File: src/hw/rtl/pad_to_midi_note_mapper_core_macros.svh
// ----------------------------------------------------------------------------
// Pad to MIDI note mapper - assertion macros
// Concurrent assertion shorthands shared by the mapper RTL.
// ----------------------------------------------------------------------------
`ifndef PAD_TO_MIDI_NOTE_MAPPER_CORE_MACROS_SVH
`define PAD_TO_MIDI_NOTE_MAPPER_CORE_MACROS_SVH

// Same-cycle implication, disabled while in reset.
`define PNM_ASSERT_IMP(lbl, clk, rstn, ante, cons, msg) \
    lbl: assert property (@(posedge clk) disable iff (!(rstn)) (ante) |-> (cons)) \
        else $error(msg);

// Next-cycle implication, disabled while in reset.
`define PNM_ASSERT_NXT(lbl, clk, rstn, ante, cons, msg) \
    lbl: assert property (@(posedge clk) disable iff (!(rstn)) (ante) |=> (cons)) \
        else $error(msg);

`endif

File: src/hw/rtl/pnm_pkg.sv
// ----------------------------------------------------------------------------
// pnm_pkg
// Types and constants shared by the pad to MIDI note mapper.
// ----------------------------------------------------------------------------
`timescale 1ns / 1ps

package pnm_pkg;

    // configuration register indexes
    localparam logic CFG_ROOT_NOTE = 1'b0;
    localparam logic CFG_FIXED_VEL = 1'b1;

    localparam logic [6:0] ROOT_NOTE_RST = 7'd48;

    // MIDI codes
    localparam logic [3:0] TYPE_NOTE_OFF  = 4'h8;
    localparam logic [3:0] TYPE_NOTE_ON   = 4'h9;
    localparam logic [3:0] CIN_NOTE_OFF   = 4'h8;
    localparam logic [3:0] CIN_NOTE_ON   = 4'h9;
    localparam logic [3:0] OUT_CABLE      = 4'd2;
    localparam logic [3:0] IN_CABLE       = 4'd0;
    localparam logic [6:0] VEL_CONSTANT   = 7'd100;

    // note = root + octave*12 + pad - 24, computed unsigned in 9 bits
    localparam logic [8:0] OCT_BIAS  = 9'd24;
    localparam logic [8:0] NOTE_TOP  = 9'd151;

    typedef struct packed {
        logic       command;
        logic [3:0] cable;
        logic [7:0] status;
        logic [6:0] key;
        logic [6:0] velocity;
        logic [3:0] octave;
        logic [3:0] track;
    } t_pkt;

    typedef struct packed {
        logic       handled;
        logic       out_valid;
        logic [3:0] out_cable;
        logic [3:0] out_cin;
        logic [7:0] out_status;
        logic [6:0] out_note;
        logic [6:0] out_velocity;
    } t_res;

    // update request to the per-pad store
    typedef struct packed {
        logic       clear_all;
        logic       note_on_we;
        logic       note_off_we;
        logic [6:0] note;
        logic [3:0] channel;
    } t_store_op;

endpackage

File: src/hw/rtl/pnm_in_if.sv
// ----------------------------------------------------------------------------
// pnm_in_if
// Input channel: MIDI packet or all-notes-off command beats.
// ----------------------------------------------------------------------------
`timescale 1ns / 1ps

interface pnm_in_if;
    logic       valid;
    logic       ready;
    logic       command;
    logic [3:0] cable;
    logic [7:0] status;
    logic [6:0] key;
    logic [6:0] velocity;
    logic [3:0] octave;
    logic [3:0] track;

    modport source (
        output valid, command, cable, status, key, velocity, octave, track,
        input  ready
    );
    modport sink (
        input  valid, command, cable, status, key, velocity, octave, track,
        output ready
    );
endinterface

File: src/hw/rtl/pnm_out_if.sv
// ----------------------------------------------------------------------------
// pnm_out_if
// Result channel: one mapper result beat per input beat.
// ----------------------------------------------------------------------------
`timescale 1ns / 1ps

interface pnm_out_if;
    logic       valid;
    logic       ready;
    logic       handled;
    logic       out_valid;
    logic [3:0] out_cable;
    logic [3:0] out_cin;
    logic [7:0] out_status;
    logic [6:0] out_note;
    logic [6:0] out_velocity;

    modport source (
        output valid, handled, out_valid, out_cable, out_cin, out_status, out_note,
               out_velocity,
        input  ready
    );
    modport sink (
        input  valid, handled, out_valid, out_cable, out_cin, out_status, out_note,
               out_velocity,
        output ready
    );
endinterface

File: src/hw/rtl/pnm_pad_store.sv
// ----------------------------------------------------------------------------
// pnm_pad_store
// Per-pad note, channel and held mark, one read/write index per cycle.
// ----------------------------------------------------------------------------
`timescale 1ns / 1ps

module pnm_pad_store #(
    parameter int PAD_NUM = 32,
    parameter int IDX_W   = 5
) (
    input  logic               i_clk,
    input  logic               i_rst_n,
    input  logic [IDX_W-1:0]   i_idx,
    input  pnm_pkg::t_store_op i_op,
    output logic [6:0]         o_note,
    output logic [3:0]         o_channel,
    output logic               o_held
);
    import pnm_pkg::*;

    logic [6:0]       r_note [PAD_NUM];
    logic [3:0]       r_chan [PAD_NUM];
    logic [PAD_NUM-1:0] r_held;

    always_ff @(posedge i_clk) begin
        if (!i_rst_n) begin
            r_held <= '0;
            for (int i = 0; i < PAD_NUM; i++) begin
                r_note[i] <= '0;
                r_chan[i] <= '0;
            end
        end else begin
            if (i_op.clear_all) begin
                r_held <= '0;
            end else if (i_op.note_on_we) begin
                r_note[i_idx] <= i_op.note;
                r_chan[i_idx] <= i_op.channel;
                r_held[i_idx] <= 1'b1;
            end else if (i_op.note_off_we) begin
                r_held[i_idx] <= 1'b0;
            end
        end
    end

    assign o_note    = r_note[i_idx];
    assign o_channel = r_chan[i_idx];
    assign o_held    = r_held[i_idx];

endmodule

File: src/hw/rtl/pad_to_midi_note_mapper_core.sv
// ----------------------------------------------------------------------------
// pad_to_midi_note_mapper_core
// Maps pad-grid note packets to transposed note-on/note-off packets on cable 2.
// ----------------------------------------------------------------------------
//
//  channel  | dir | handshake          | beat
//  ---------+-----+--------------------+-----------------------------------------
//  i_pkt    | in  | valid/ready        | command, cable, status, key, vel, ...
//  o_res    | out | valid/ready        | handled, out_valid, cable, cin, ...
//  i_cfg_*  | in  | write enable only  | register index, 7-bit data
//
//  One beat per cycle sustained while o_res.ready is high. A beat lands in the
//  input register, is mapped from there and written to the result register.
//  The per-pad store is read and updated while the beat is mapped, so the
//  next beat always sees the previous beat's update.
//  Reset clears valid flags, held marks, stored notes and channels; root is 48.
//  A stalled result holds; the input register still fills, then i_pkt.ready
//  drops until the result is taken.
// ----------------------------------------------------------------------------
`timescale 1ns / 1ps

`include "pad_to_midi_note_mapper_core_macros.svh"

module pad_to_midi_note_mapper_core #(
    parameter int PAD_NUM       = 32,
    parameter int FIRST_PAD_KEY = 68
) (
    input  logic       i_clk,
    input  logic       i_rst_n,
    input  logic       i_cfg_we,
    input  logic       i_cfg_idx,
    input  logic [6:0] i_cfg_data,
    pnm_in_if.sink     i_pkt,
    pnm_out_if.source  o_res
);
    import pnm_pkg::*;

    localparam int IDX_W = (PAD_NUM > 1) ? $clog2(PAD_NUM) : 1;

    // ---------------- configuration ----------------
    logic [6:0] r_root_note;
    logic       r_fixed_vel;

    always_ff @(posedge i_clk) begin
        if (!i_rst_n) begin
            r_root_note <= ROOT_NOTE_RST;
            r_fixed_vel <= 1'b0;
        end else if (i_cfg_we) begin
            case (i_cfg_idx)
                CFG_ROOT_NOTE: r_root_note <= i_cfg_data;
                CFG_FIXED_VEL: r_fixed_vel <= i_cfg_data[0];
                default:       r_root_note <= r_root_note;
            endcase
        end
    end

    // ---------------- input register ----------------
    logic r_in_vld;
    t_pkt r_pkt;
    logic r_out_vld;
    t_res r_res;
    logic w_adv;       // beat in the input register moves to the result register
    logic w_in_ready;

    assign w_adv      = r_in_vld && (!r_out_vld || o_res.ready);
    assign w_in_ready = !r_in_vld || w_adv;
    assign i_pkt.ready = w_in_ready;

    always_ff @(posedge i_clk) begin
        if (!i_rst_n) begin
            r_in_vld <= 1'b0;
        end else if (w_in_ready) begin
            r_in_vld <= i_pkt.valid;
        end
    end

    always_ff @(posedge i_clk) begin
        if (w_in_ready && i_pkt.valid) begin
            r_pkt <= '{command:  i_pkt.command,  cable:  i_pkt.cable,
                       status:   i_pkt.status,   key:    i_pkt.key,
                       velocity: i_pkt.velocity, octave: i_pkt.octave,
                       track:    i_pkt.track};
        end
    end

    // ---------------- mapping ----------------
    logic [7:0]       w_diff;
    logic             w_in_range;
    logic [IDX_W-1:0] w_idx;
    logic [3:0]       w_type;
    logic             w_type_on;
    logic             w_type_off;
    logic             w_consume;
    logic             w_note_on;
    logic [7:0]       w_oct12;
    logic [8:0]       w_sum;
    logic             w_map_ok;
    logic [6:0]       w_note;
    logic             w_send;
    logic [3:0]       w_off_ch;
    logic [6:0]       w_rd_note;
    logic [3:0]       w_rd_chan;
    logic             w_rd_held;
    t_store_op        w_op;
    t_res             n_res;

    // pad offset; only meaningful when the key is in the pad range
    assign w_diff     = {1'b0, r_pkt.key} - 8'(FIRST_PAD_KEY);
    assign w_in_range = ({1'b0, r_pkt.key} >= 8'(FIRST_PAD_KEY))
                        && ({1'b0, w_diff} < 9'(PAD_NUM));
    assign w_idx      = w_diff[IDX_W-1:0];

    assign w_type     = r_pkt.status[7:4];
    assign w_type_on  = (w_type == TYPE_NOTE_ON);
    assign w_type_off = (w_type == TYPE_NOTE_OFF);
    assign w_consume  = !r_pkt.command && (r_pkt.cable == IN_CABLE) && w_in_range
                        && (w_type_on || w_type_off);
    // note-on with zero velocity counts as note-off
    assign w_note_on  = w_type_on && (r_pkt.velocity != 7'd0);

    // root + (octave-2)*12 + pad, biased by +24 to stay unsigned
    assign w_oct12  = {1'b0, r_pkt.octave, 3'b000} + {2'b00, r_pkt.octave, 2'b00};
    assign w_sum    = {2'b00, r_root_note} + {1'b0, w_oct12} + {2'b00, w_diff[6:0]};
    assign w_map_ok = (w_sum >= OCT_BIAS) && (w_sum <= NOTE_TOP);

    assign w_note   = w_note_on ? 7'(w_sum - OCT_BIAS) : w_rd_note;
    assign w_send   = w_consume && (!w_note_on || w_map_ok);
    assign w_off_ch = w_rd_held ? w_rd_chan : r_pkt.track;

    always_comb begin
        n_res = '0;
        n_res.handled = w_consume;
        if (w_send) begin
            n_res.out_valid = 1'b1;
            n_res.out_cable = OUT_CABLE;
            n_res.out_note  = w_note;
            if (w_note_on) begin
                n_res.out_cin      = CIN_NOTE_ON;
                n_res.out_status   = {TYPE_NOTE_ON, r_pkt.track};
                n_res.out_velocity = r_fixed_vel ? VEL_CONSTANT : r_pkt.velocity;
            end else begin
                n_res.out_cin    = CIN_NOTE_OFF;
                n_res.out_status = {TYPE_NOTE_OFF, w_off_ch};
            end
        end
    end

    always_comb begin
        w_op             = '0;
        w_op.clear_all   = w_adv && r_pkt.command;
        w_op.note_on_we  = w_adv && w_send && w_note_on;
        w_op.note_off_we = w_adv && w_send && !w_note_on;
        w_op.note        = w_note;
        w_op.channel     = r_pkt.track;
    end

    pnm_pad_store #(
        .PAD_NUM (PAD_NUM),
        .IDX_W   (IDX_W)
    ) u_store (
        .i_clk     (i_clk),
        .i_rst_n   (i_rst_n),
        .i_idx     (w_idx),
        .i_op      (w_op),
        .o_note    (w_rd_note),
        .o_channel (w_rd_chan),
        .o_held    (w_rd_held)
    );

    // ---------------- result register ----------------
    always_ff @(posedge i_clk) begin
        if (!i_rst_n) begin
            r_out_vld <= 1'b0;
        end else if (w_adv) begin
            r_out_vld <= 1'b1;
        end else if (o_res.ready) begin
            r_out_vld <= 1'b0;
        end
    end

    always_ff @(posedge i_clk) begin
        if (w_adv) begin
            r_res <= n_res;
        end
    end

    assign o_res.valid        = r_out_vld;
    assign o_res.handled      = r_res.handled;
    assign o_res.out_valid    = r_res.out_valid;
    assign o_res.out_cable    = r_res.out_cable;
    assign o_res.out_cin      = r_res.out_cin;
    assign o_res.out_status   = r_res.out_status;
    assign o_res.out_note     = r_res.out_note;
    assign o_res.out_velocity = r_res.out_velocity;

    // ---------------- assertions ----------------
    `PNM_ASSERT_IMP(a_ready_when_out_free, i_clk, i_rst_n, !r_out_vld, w_in_ready, "input stalled with result register free")
    `PNM_ASSERT_IMP(a_sent_implies_handled, i_clk, i_rst_n, r_out_vld && r_res.out_valid, r_res.handled && (r_res.out_cable == OUT_CABLE), "packet sent without being handled")
    `PNM_ASSERT_NXT(a_clear_drops_held, i_clk, i_rst_n, w_op.clear_all, !w_rd_held, "held mark survived all-notes-off")
    `PNM_ASSERT_NXT(a_adv_fills_result, i_clk, i_rst_n, w_adv, r_out_vld, "advanced beat missing from result register")

endmodule
File: src/flat_wrapper.sv
// flat-port wrapper written by rule: the top's interface ports become plain ports
module pad_to_midi_note_mapper_core_flat import pnm_pkg::*;
#(
    parameter int PAD_NUM       = 32,
    parameter int FIRST_PAD_KEY = 68
)
  (i_clk, i_rst_n, i_cfg_we, i_cfg_idx, i_cfg_data, i_pkt_valid, i_pkt_command, i_pkt_cable, i_pkt_status, i_pkt_key, i_pkt_velocity, i_pkt_octave, i_pkt_track, i_pkt_ready, o_res_valid, o_res_handled, o_res_out_valid, o_res_out_cable, o_res_out_cin, o_res_out_status, o_res_out_note, o_res_out_velocity, o_res_ready);
  pnm_in_if i_pkt_i ();
  pnm_out_if o_res_i ();
  input  logic i_clk;
  input  logic i_rst_n;
  input  logic i_cfg_we;
  input  logic i_cfg_idx;
  input  logic [6:0] i_cfg_data;
  input wire logic [$bits(i_pkt_i.valid)-1:0] i_pkt_valid;
  input wire logic [$bits(i_pkt_i.command)-1:0] i_pkt_command;
  input wire logic [$bits(i_pkt_i.cable)-1:0] i_pkt_cable;
  input wire logic [$bits(i_pkt_i.status)-1:0] i_pkt_status;
  input wire logic [$bits(i_pkt_i.key)-1:0] i_pkt_key;
  input wire logic [$bits(i_pkt_i.velocity)-1:0] i_pkt_velocity;
  input wire logic [$bits(i_pkt_i.octave)-1:0] i_pkt_octave;
  input wire logic [$bits(i_pkt_i.track)-1:0] i_pkt_track;
  output wire logic [$bits(i_pkt_i.ready)-1:0] i_pkt_ready;
  output wire logic [$bits(o_res_i.valid)-1:0] o_res_valid;
  output wire logic [$bits(o_res_i.handled)-1:0] o_res_handled;
  output wire logic [$bits(o_res_i.out_valid)-1:0] o_res_out_valid;
  output wire logic [$bits(o_res_i.out_cable)-1:0] o_res_out_cable;
  output wire logic [$bits(o_res_i.out_cin)-1:0] o_res_out_cin;
  output wire logic [$bits(o_res_i.out_status)-1:0] o_res_out_status;
  output wire logic [$bits(o_res_i.out_note)-1:0] o_res_out_note;
  output wire logic [$bits(o_res_i.out_velocity)-1:0] o_res_out_velocity;
  input wire logic [$bits(o_res_i.ready)-1:0] o_res_ready;
  assign i_pkt_i.valid = i_pkt_valid;
  assign i_pkt_i.command = i_pkt_command;
  assign i_pkt_i.cable = i_pkt_cable;
  assign i_pkt_i.status = i_pkt_status;
  assign i_pkt_i.key = i_pkt_key;
  assign i_pkt_i.velocity = i_pkt_velocity;
  assign i_pkt_i.octave = i_pkt_octave;
  assign i_pkt_i.track = i_pkt_track;
  assign i_pkt_ready = i_pkt_i.ready;
  assign o_res_valid = o_res_i.valid;
  assign o_res_handled = o_res_i.handled;
  assign o_res_out_valid = o_res_i.out_valid;
  assign o_res_out_cable = o_res_i.out_cable;
  assign o_res_out_cin = o_res_i.out_cin;
  assign o_res_out_status = o_res_i.out_status;
  assign o_res_out_note = o_res_i.out_note;
  assign o_res_out_velocity = o_res_i.out_velocity;
  assign o_res_i.ready = o_res_ready;
  pad_to_midi_note_mapper_core #(.PAD_NUM(PAD_NUM), .FIRST_PAD_KEY(FIRST_PAD_KEY)) u_core (.i_clk(i_clk), .i_rst_n(i_rst_n), .i_cfg_we(i_cfg_we), .i_cfg_idx(i_cfg_idx), .i_cfg_data(i_cfg_data), .i_pkt(i_pkt_i), .o_res(o_res_i));
endmodule
File: config.mk
export PLATFORM = sky130hd
export DESIGN_NAME = pad_to_midi_note_mapper_core_flat
export DESIGN_NICKNAME = d
export VERILOG_FILES = /design/src/hw/rtl/pnm_pkg.sv /design/src/hw/rtl/pnm_in_if.sv /design/src/hw/rtl/pnm_out_if.sv /design/src/hw/rtl/pnm_pad_store.sv /design/src/hw/rtl/pad_to_midi_note_mapper_core.sv /design/src/flat_wrapper.sv
export VERILOG_INCLUDE_DIRS = /design/src /design/src/hw/rtl
export SDC_FILE = /design/constraint.sdc
export NUM_CORES = 1
export LEC_CHECK = 0
export BUFFER_PORTS_ARGS = -buffer_cell sky130_fd_sc_hd__buf_2
export CAP_MARGIN = 30
export CORE_UTILIZATION = 45
export CTS_BUF_LIST = sky130_fd_sc_hd__clkbuf_16
export CTS_CLUSTER_SIZE = 25
export DETAILED_ROUTE_END_ITERATION = 8
export GPL_ROUTABILITY_DRIVEN = 0
export PLACE_DENSITY = 0.7
export REMOVE_ABC_BUFFERS = 1
export SKIP_CTS_REPAIR_TIMING = 1
export SYNTH_ARGS = -nofsm -noshare
export SYNTH_HDL_FRONTEND = slang
export SYNTH_SLANG_ARGS = --single-unit
File: constraint.sdc
create_clock -name i_clk -period 6.7 [get_ports i_clk]
set_input_delay 0.335 -clock i_clk [delete_from_list [all_inputs] [get_ports i_clk]]
set_output_delay 0.335 -clock i_clk [all_outputs]
set_load 0.1 [all_outputs]
# == Yosys cells after proc, flatten, opt, wreduce, memory -nomap -nowiden ==
# Memories as Yosys holds them, arrays and structs flattened.
# Index checks and enable logic that the tools add are counted.
# totals
elab_cells,100
output_inout_bits,34
ramBits,352
n_memories,2
inputBits,48
regBits,109
# memory_table
memory,depth,word_bits,read_ports,rd_ports_with_merged_regs,wr,line_no,rtl
u_core.u_store.r_note,32,7,1,0,32,pnm_pad_store.sv:21,logic [6:0] r_note [PAD_NUM];
u_core.u_store.r_chan,32,4,1,0,32,pnm_pad_store.sv:22,logic [3:0] r_chan [PAD_NUM];
# classes
addsub,5
reduce_logical,33
n_bitwise,7
magnitude_cmp,6
n_eq_ne,2
n_mux,25
# op_table
operator,n
$mux 32,2
$and 32x32->32,1
$not 32->32,1
$or 32x32->32,1
$mux 31,1
$mux 7,4
$logic_and 1x1->1,14
$mux 1,11
$mux 5,2
$add 7x8->9,1
$add 9x7->9,1
$ge 9x5->1 const B,1
$le 9x8->1 const B,1
$mux 9,1
$add 7x6->8,1
$eq 4x4->1 const B,2
$lt 8x6->1 const B,1
$mux 4,2
$sub 7x7->8 const B,1
$ge 7x7->1 const B,1
$reduce_bool 7->1,1
$reduce_or 7->1,1
$sub 7x5->7 const B,1
$lt 5x6->1 const B,1
other kinds (12),24

# == Depth between registers and ports, before layout ==
# Gate-level depths: netlist of the first run.
# depth
word_depth,15
depth_mapped,22
depth_no_buf,19

# == Modules after synthesis ==
# Synthesis of the first run repeated with hierarchy kept, for this count alone.
# hier_totals
cells_unflattened,1639
area_unflattened_um2,20970.1
# by_module_without_submodules
mod,n_inst,seq_area_each_um2,area_each_um2,cells_per_inst
pnm_pad_store,1,11210.8,17807.1,1390
pad_to_midi_note_mapper_core,1,1791.7,3163.0,249

# == Worst setup path before layout of the first run ==
# OpenSTA, ideal clock, no wires.
# synth_timing
path_kind,register to register
startpoint,register u_core.r_pkt[17] (netlist name)
endpoint,memory u_core.u_store.r_chan[9][0] (enable)
path_buffers,4
setup_time_ns,0.394
synth_period_minus_slack_ns,6.100
setup_slack_ns,0.600
required_ns,6.306
arrival_time_ns,5.706
stages_incl_launch_ff,22
path_cell_list,edfxtp_1 > buf_2 > clkinv_1 > ha_1 > xnor2_2 > inv_1 > buf_1 > fa_1 > inv_1 > fa_1 > inv_1 > ha_1 > xor2_1 > ha_1 > a41oi_1 > a31o_2 > o221a_2 > mux2i_1 > or3_1 > buf_2 > clkbuf_1 > o21ai_0
# synth_rtl
element,line_no,rtl
start: declaration,pad_to_midi_note_mapper_core.sv:59,t_pkt r_pkt;
start signal: assignment,pad_to_midi_note_mapper_core.sv:79,"r_pkt <= '{command: i_pkt.command, cable: i_pkt.cable,"
end: declaration,pnm_pad_store.sv:22,

==> results of run 1 <==
metal layers:
metal,vias up,share of wire,track usage
met5,-,0,0
met4,0,0.042,0.1064
met3,134,0.099,0.04919
met2,804,0.48,0.3993
met1,6636,0.38,0.3325
li1,5695,-,-
Yosys cell counts, types with 9 or more instances:
master | instances | share of area
edfxtp_1 | 405 | 0.61
nor2_1 | 400 | 0.076
nand2_1 | 104 | 0.020
mux4_2 | 96 | 0.11
o21ai_0 | 65 | 0.016
clkbuf_1 | 44 | 0.0083
dfxtp_1 | 42 | 0.042
buf_2 | 40 | 0.010
a22oi_1 | 28 | 0.011
inv_1 | 27 | 0.0051
a21oi_1 | 22 | 0.0055
a31oi_1 | 18 | 0.0057
ha_1 | 14 | 0.0088
o311ai_0 | 13 | 0.0057
buf_4 | 12 | 0.0045
nand3_1 | 10 | 0.0025
fa_1 | 9 | 0.0091
nor3_1 | 9 | 0.0023
final cells by class:
cell class / instances / area share
Sequential cell: 447 / 0.5686
Inverter: 29 / 0.004761
Multi-Input combinational cell: 904 / 0.2758
Timing Repair Buffer: 172 / 0.05330
Clock buffer: 47 / 0.05144
Tap cell: 585 / 0.03201
Clock inverter: 37 / 0.01401
flip-flops by register name, indices dropped and copies added (netlist names), named ones only:
register and count:
u_core.u_store.r_chan 128, u_core.o_res.out_status 5, u_core.o_res.out_cable 1, u_core.o_res.handled 1, u_core.r_root_note 7, u_core.o_res.out_cin 1
u_core.o_res.out_note 7, u_core.r_pkt 31, u_core.r_in_vld 1, u_core.o_res.valid 1, u_core.u_store.r_note 224, u_core.o_res.out_velocity 7
u_core.r_fixed_vel 1
per-stage QoR:
stage / setup slack [ns] / setup TNS [ns]
after floorplan: -1.283 / -686.94
after global placement: 0.9397 / 0
after detailed placement: 0.8172 / 0
after CTS: 0.7688 / 0
after global routing: 0.3943 / 0
final: 0.7515 / 0
where the power goes:
part	switching, mW	internal (mW)
sequential	0.0321	3.12
clock	1.09	1.47
combinational	0.500	0.241
total	1.62	4.83
worst max-delay path: cells and delay by family (launching register included):
kind	cells	cell delay, ns
fa+ha+maj	5	1.86
buf+inv	6	1.00
simple gates	1	0.87
compound gates	4	0.75
xor+xnor	2	0.52
flops	1	0.36
mux	1	0.35
cell families (layout without fill, tap and decap cells):
kind of cell	Yosys count	count (layout)	share of synthesized area
and+or+nand+nor	567	567	0.1173
DFF	447	447	0.6544
AOI/OAI and AO/OA	197	197	0.06436
buffers and inverters	131	285	0.02991
muxes	104	104	0.1130
adders and majority gates	23	23	0.01788
xor gates and xnor gates	6	6	0.003023
other	1	7	0.0001887
worst paths after layout:
path / to / from / slack [ns] / cells past startpoint
max reg2reg: u_core.u_store.r_chan[1][0] / u_core.r_pkt[17] / 0.75 / 19
min: u_core.r_in_vld / i_pkt_valid / 0.0009 / 3
min reg2reg: flip-flop / flip-flop / 0.46 / 2
max: u_core.u_store.r_chan[1][0] / u_core.r_pkt[17] / 0.75 / 19
==> flow_summary.ini, run 1 <==
[min_path]
min_path_type = primary input to flip-flop

[critical_path]
end_kind = flip-flop
cp_cell_sequence = clkinv_1, ha_1, xnor2_2, inv_1, fa_1, inv_1, fa_1, inv_1, ha_1, xor2_1, ha_1, a41oi_1, a31o_2, o221a_2, mux2i_1, or3_1, buf_4, o21ai_1, buf_4
cp_max_fo = 25
cp-start-kind = flip-flop
cp_data_required_time_ns = 7.05
cp.arrival_ns = 6.30
slowest_delay_ns = 0.87
critPathKind = flip-flop to flip-flop
cpMaxStageDelayCell = or3_1

[yosys]
ys_seq_area_frac = 0.6544
synth-edff-count = 405
async_flop_share = 0
synth_seq_cells = 447
synth-main-ff-cell = edfxtp_1
syn_area_per_cell_um2 = 13.46
syn_area_um2 = 19870
ys_types = 61
syn-instance-count = 1476
synth_warnings = 0

[timing]
worstMarginPinSlew_ns = 1.043
timing.hold.ws_ns = 0.0009164
fin_crit_sh = 0.8878
hold_viol_final = 0
slew_viol_final = 0
setup_viol = 0
fmax_ghz = 0.1681
rsz0062_at_grt = false
finClkSkew_ns = 0.02944
min_period_ns = 5.949
maxSlewHeadroom = 0.3050

[floorplanning]
die_w_um = 212.1
io-pin-count = 82
dieArea_um2 = 45000
rows = 76
fp.dieH_um = 212.1
core_um2 = 43270
start_util = 0.4592

[layout]
layout.cells.most_common_list = edfxtp_1, nor2_1, nand2_1
antennaDiodeCount = 0
area.growth.synth_to_final_pct = 15.08
final_cell_area_um2 = 22870
num-nets-final = 1671
fin_cells = 2221
layout-drive-gt1-share = 0.1987
multiInputGateArea_um2 = 6307
final_core_util = 0.5285
fillers = 3523
final_common_cell = edfxtp_1
seqCellArea_um2 = 13000

[status]
status = completed

[power_and_ir_drop]
powerDensity_nw_per_um2 = 282.3
power_mw = 6.454
leakage_nw = 7.964
peakVddDrop_mv = 0.1872

[job]
drv_cap = 0

[placement]
portBuffers = 70
placed_cell_area_um2 = 21040
dp_hpwl_um = 35840
dp.cells = 2104

[clock_tree]
cts_tree = yes
clkSlewWorstSetupHoldPaths_ns = 0.06
clock_latency_ns = 0.60
h-tree-depth = 2
clk_path_buf_depth = 3
numCtsBuffers = 46
clock_sinks = 447
cts_root_buf = clkbuf_16

[global_routing]
grt_overflow_total = 0
grt_pass1_wl_um = 81100
first_global_vias = 13044
grt_start_max_net_pins = 100
grt_antenna_before_repair = 0
grt_use_total = 0.2494

[route]
ant_nets = 0
viasPerCell = 5.974
wl_um = 55180
dr.first_iter.drc_count = 1795
drc = 0
drt_first_pass_iters = 6
num_vias = 13269
wl_per_cell_um = 24.85
No activity file was read; power rests on OpenSTA's default activity.
==> run 2, diff against run 1 <==
--- a/config.mk
+++ b/config.mk
@@ -8,6 +8,7 @@
 export LEC_CHECK = 0
 export BUFFER_PORTS_ARGS = -buffer_cell sky130_fd_sc_hd__buf_2
 export CAP_MARGIN = 30
+export CORE_ASPECT_RATIO = 0.75
 export CORE_UTILIZATION = 45
 export CTS_BUF_LIST = sky130_fd_sc_hd__clkbuf_16
 export CTS_CLUSTER_SIZE = 25
==> flow_summary.ini, run 2 (synthesized netlist as in run 1, its figures left out) <==
[placement]
placed_cell_area_um2 = 21020
portBuffers = 70
dp_hpwl_um = 36160
post-place-ws_ns = 0.7409

[route]
wl_met2_um = 24330
ant_nets = 0
wl_um = 55020
top_layer_used = met4
dr.first_iter.drc_count = 2282
wl_met1_um = 21410
dr_wl_met3_um = 7573
drc = 0
wl_per_cell_um = 24.92
viasPerCell = 6.081
drt_first_pass_iters = 6
num_vias = 13427

[critical_path]
cp-start-kind = flip-flop
end_kind = flip-flop
crit_cells = 18
r2r.worst_path.cells = 18
cpMaxStageDelayCell = o21ai_0
critical_path_buf_inv_count = 7
cp_data_required_time_ns = 6.96
cpMostUsedCell = buf_4
slowest_delay_ns = 0.78
cp_cell_sequence = clkinv_1, buf_4, ha_1, buf_4, inv_1, fa_1, fa_1, fa_1, inv_1, ha_1, a41oi_1, a31o_2, o221a_2, mux2i_1, or3_1, buf_4, o21ai_0, buf_4
cp.arrival_ns = 6.30
cp_max_fo = 44
crit_family = adder cells
critPathKind = flip-flop to flip-flop

[layout]
final_common_cell = edfxtp_1
antennaDiodeCount = 0
layout.cells.most_common_list = edfxtp_1, nor2_1, nand2_1
num-nets-final = 1667
fillers = 3627
area.growth.synth_to_final_pct = 14.21
layout-drive-gt1-share = 0.1963
reg_top3 = u_core.u_store.r_note (224), u_core.u_store.r_chan (128), u_core.r_pkt (31)
top_register = u_core.u_store.r_note
largest_reg_flops = 224
final_cell_area_um2 = 22690

[global_routing]
grt_use_total = 0.2441
grt_overflow_total = 0
first_global_vias = 12706
grt_antenna_before_repair = 0
grt_start_max_net_pins = 101
grt_pass1_wl_um = 80590

[clock_tree]
h-tree-depth = 2
clock_sinks = 447
numCtsBuffers = 45
cts_tree = yes
cts_root_buf = clkbuf_16
clkSlewWorstSetupHoldPaths_ns = 0.06
clock_latency_ns = 0.56
clk_path_buf_depth = 3

[job]
drv_cap = 0

[timing]
setup_ws_ns = 0.6582
worstMarginPinSlew_ns = 0.9953
rsz0062_at_grt = false
fmax_ghz = 0.1655
min_period_ns = 6.042
hold_viol_final = 0
slew_viol_final = 0
maxSlewHeadroom = 0.3349
setup_viol = 0
fin_crit_sh = 0.9018
finClkSkew_ns = 0.02211

[floorplanning]
die_w_um = 244.6
dieArea_um2 = 45010
rows = 66
io-pin-count = 82
start_util = 0.4574
core_um2 = 43440
fp.dieH_um = 184.0

[power_and_ir_drop]
peakVddDrop_mv = 0.1660
powerDensity_nw_per_um2 = 275.6
leakage_nw = 7.871

[min_path]
min_path_type = primary input to flip-flop
holdPathStages = 3

[status]
status = completed
==> run 2: cell types whose count changed in the layout (fill, tap and decap cells not counted), moves of 2 or more <==
cell / change
o21ai_0: +5
o21ai_1: -5
bufinv_16: -3
inv_1: -3
buf_6: -2
clkbuf_16: -2
clkinv_1: +2
clkinv_2: +2
clkinvlp_4: +2
dlygate4sd3_1: -2
inv_6: +2
==> run 2: path summary, 6_finish.rpt <==
check                                 startpoint                          end  slack (ns)
worst min-delay path               i_cfg_data[4]        u_core.r_root_note[4]        0.02
worst max-delay path            u_core.r_pkt[17]  u_core.u_store.r_chan[6][0]        0.66
worst min register to register         flip-flop                    flip-flop        0.47
worst max register to register  u_core.r_pkt[17]  u_core.u_store.r_chan[6][0]        0.66
==> run 2: through the flow <==
| step | std cells | setup TNS, ns | utilization | power (mW) | hold WS [ns] |
|---|---|---|---|---|---|
| 2_1_floorplan | 1380 | -686.94 | - | 3.676 | 0.4239 |
| 5_1_grt | 2208 | 0 | 0.5224 | 6.414 | 0.02429 |
| 4_1_cts | 2177 | 0 | 0.5153 | 6.239 | -0.07072 |
| 3_3_place_gp | 2093 | 0 | 0.4835 | 3.894 | 0.4452 |
| 3_5_place_dp | 2096 | 0 | 0.4840 | 3.913 | 0.4500 |
| 6_report | 2208 | 0 | 0.5224 | 6.254 | 0.02424 |
==> run 2: tightest hold or removal path, delay by kind of cell <==
family                 cells  cell delay [ns]
buffers and inverters      1             0.08
AOI/OAI and AO/OA          1             0.08
and+or+nand+nor            1             0.04
==> run 2: area by class of cell <==
type,count,area [um^2],share of cell area
Clock buffer,45,1126,0.04962
Sequential cell,447,13000,0.5730
Timing Repair Buffer,169,1196,0.05271
Tap cell,578,723.2,0.03187
Inverter,29,108.9,0.004797
Multi-Input combinational cell,904,6304,0.2778
Clock inverter,36,231.5,0.01020
==> run 2: power breakdown <==
part           total [mW]  internal (mW)  leakage, nW  switching [mW]
clock network        2.37           1.30        0.698            1.06
logic               0.737          0.239         2.67           0.499
registers            3.15           3.12         4.51          0.0307
==> run 2: routing by layer <==
| layer | vias to the layer above | global-route usage |
|---|---|---|
| met4 | 0 | 0.07550 |
| met1 | 6713 | 0.3507 |
| met3 | 124 | 0.07181 |
| met5 | - | 0 |
| li1 | 5673 | - |
| met2 | 917 | 0.3574 |
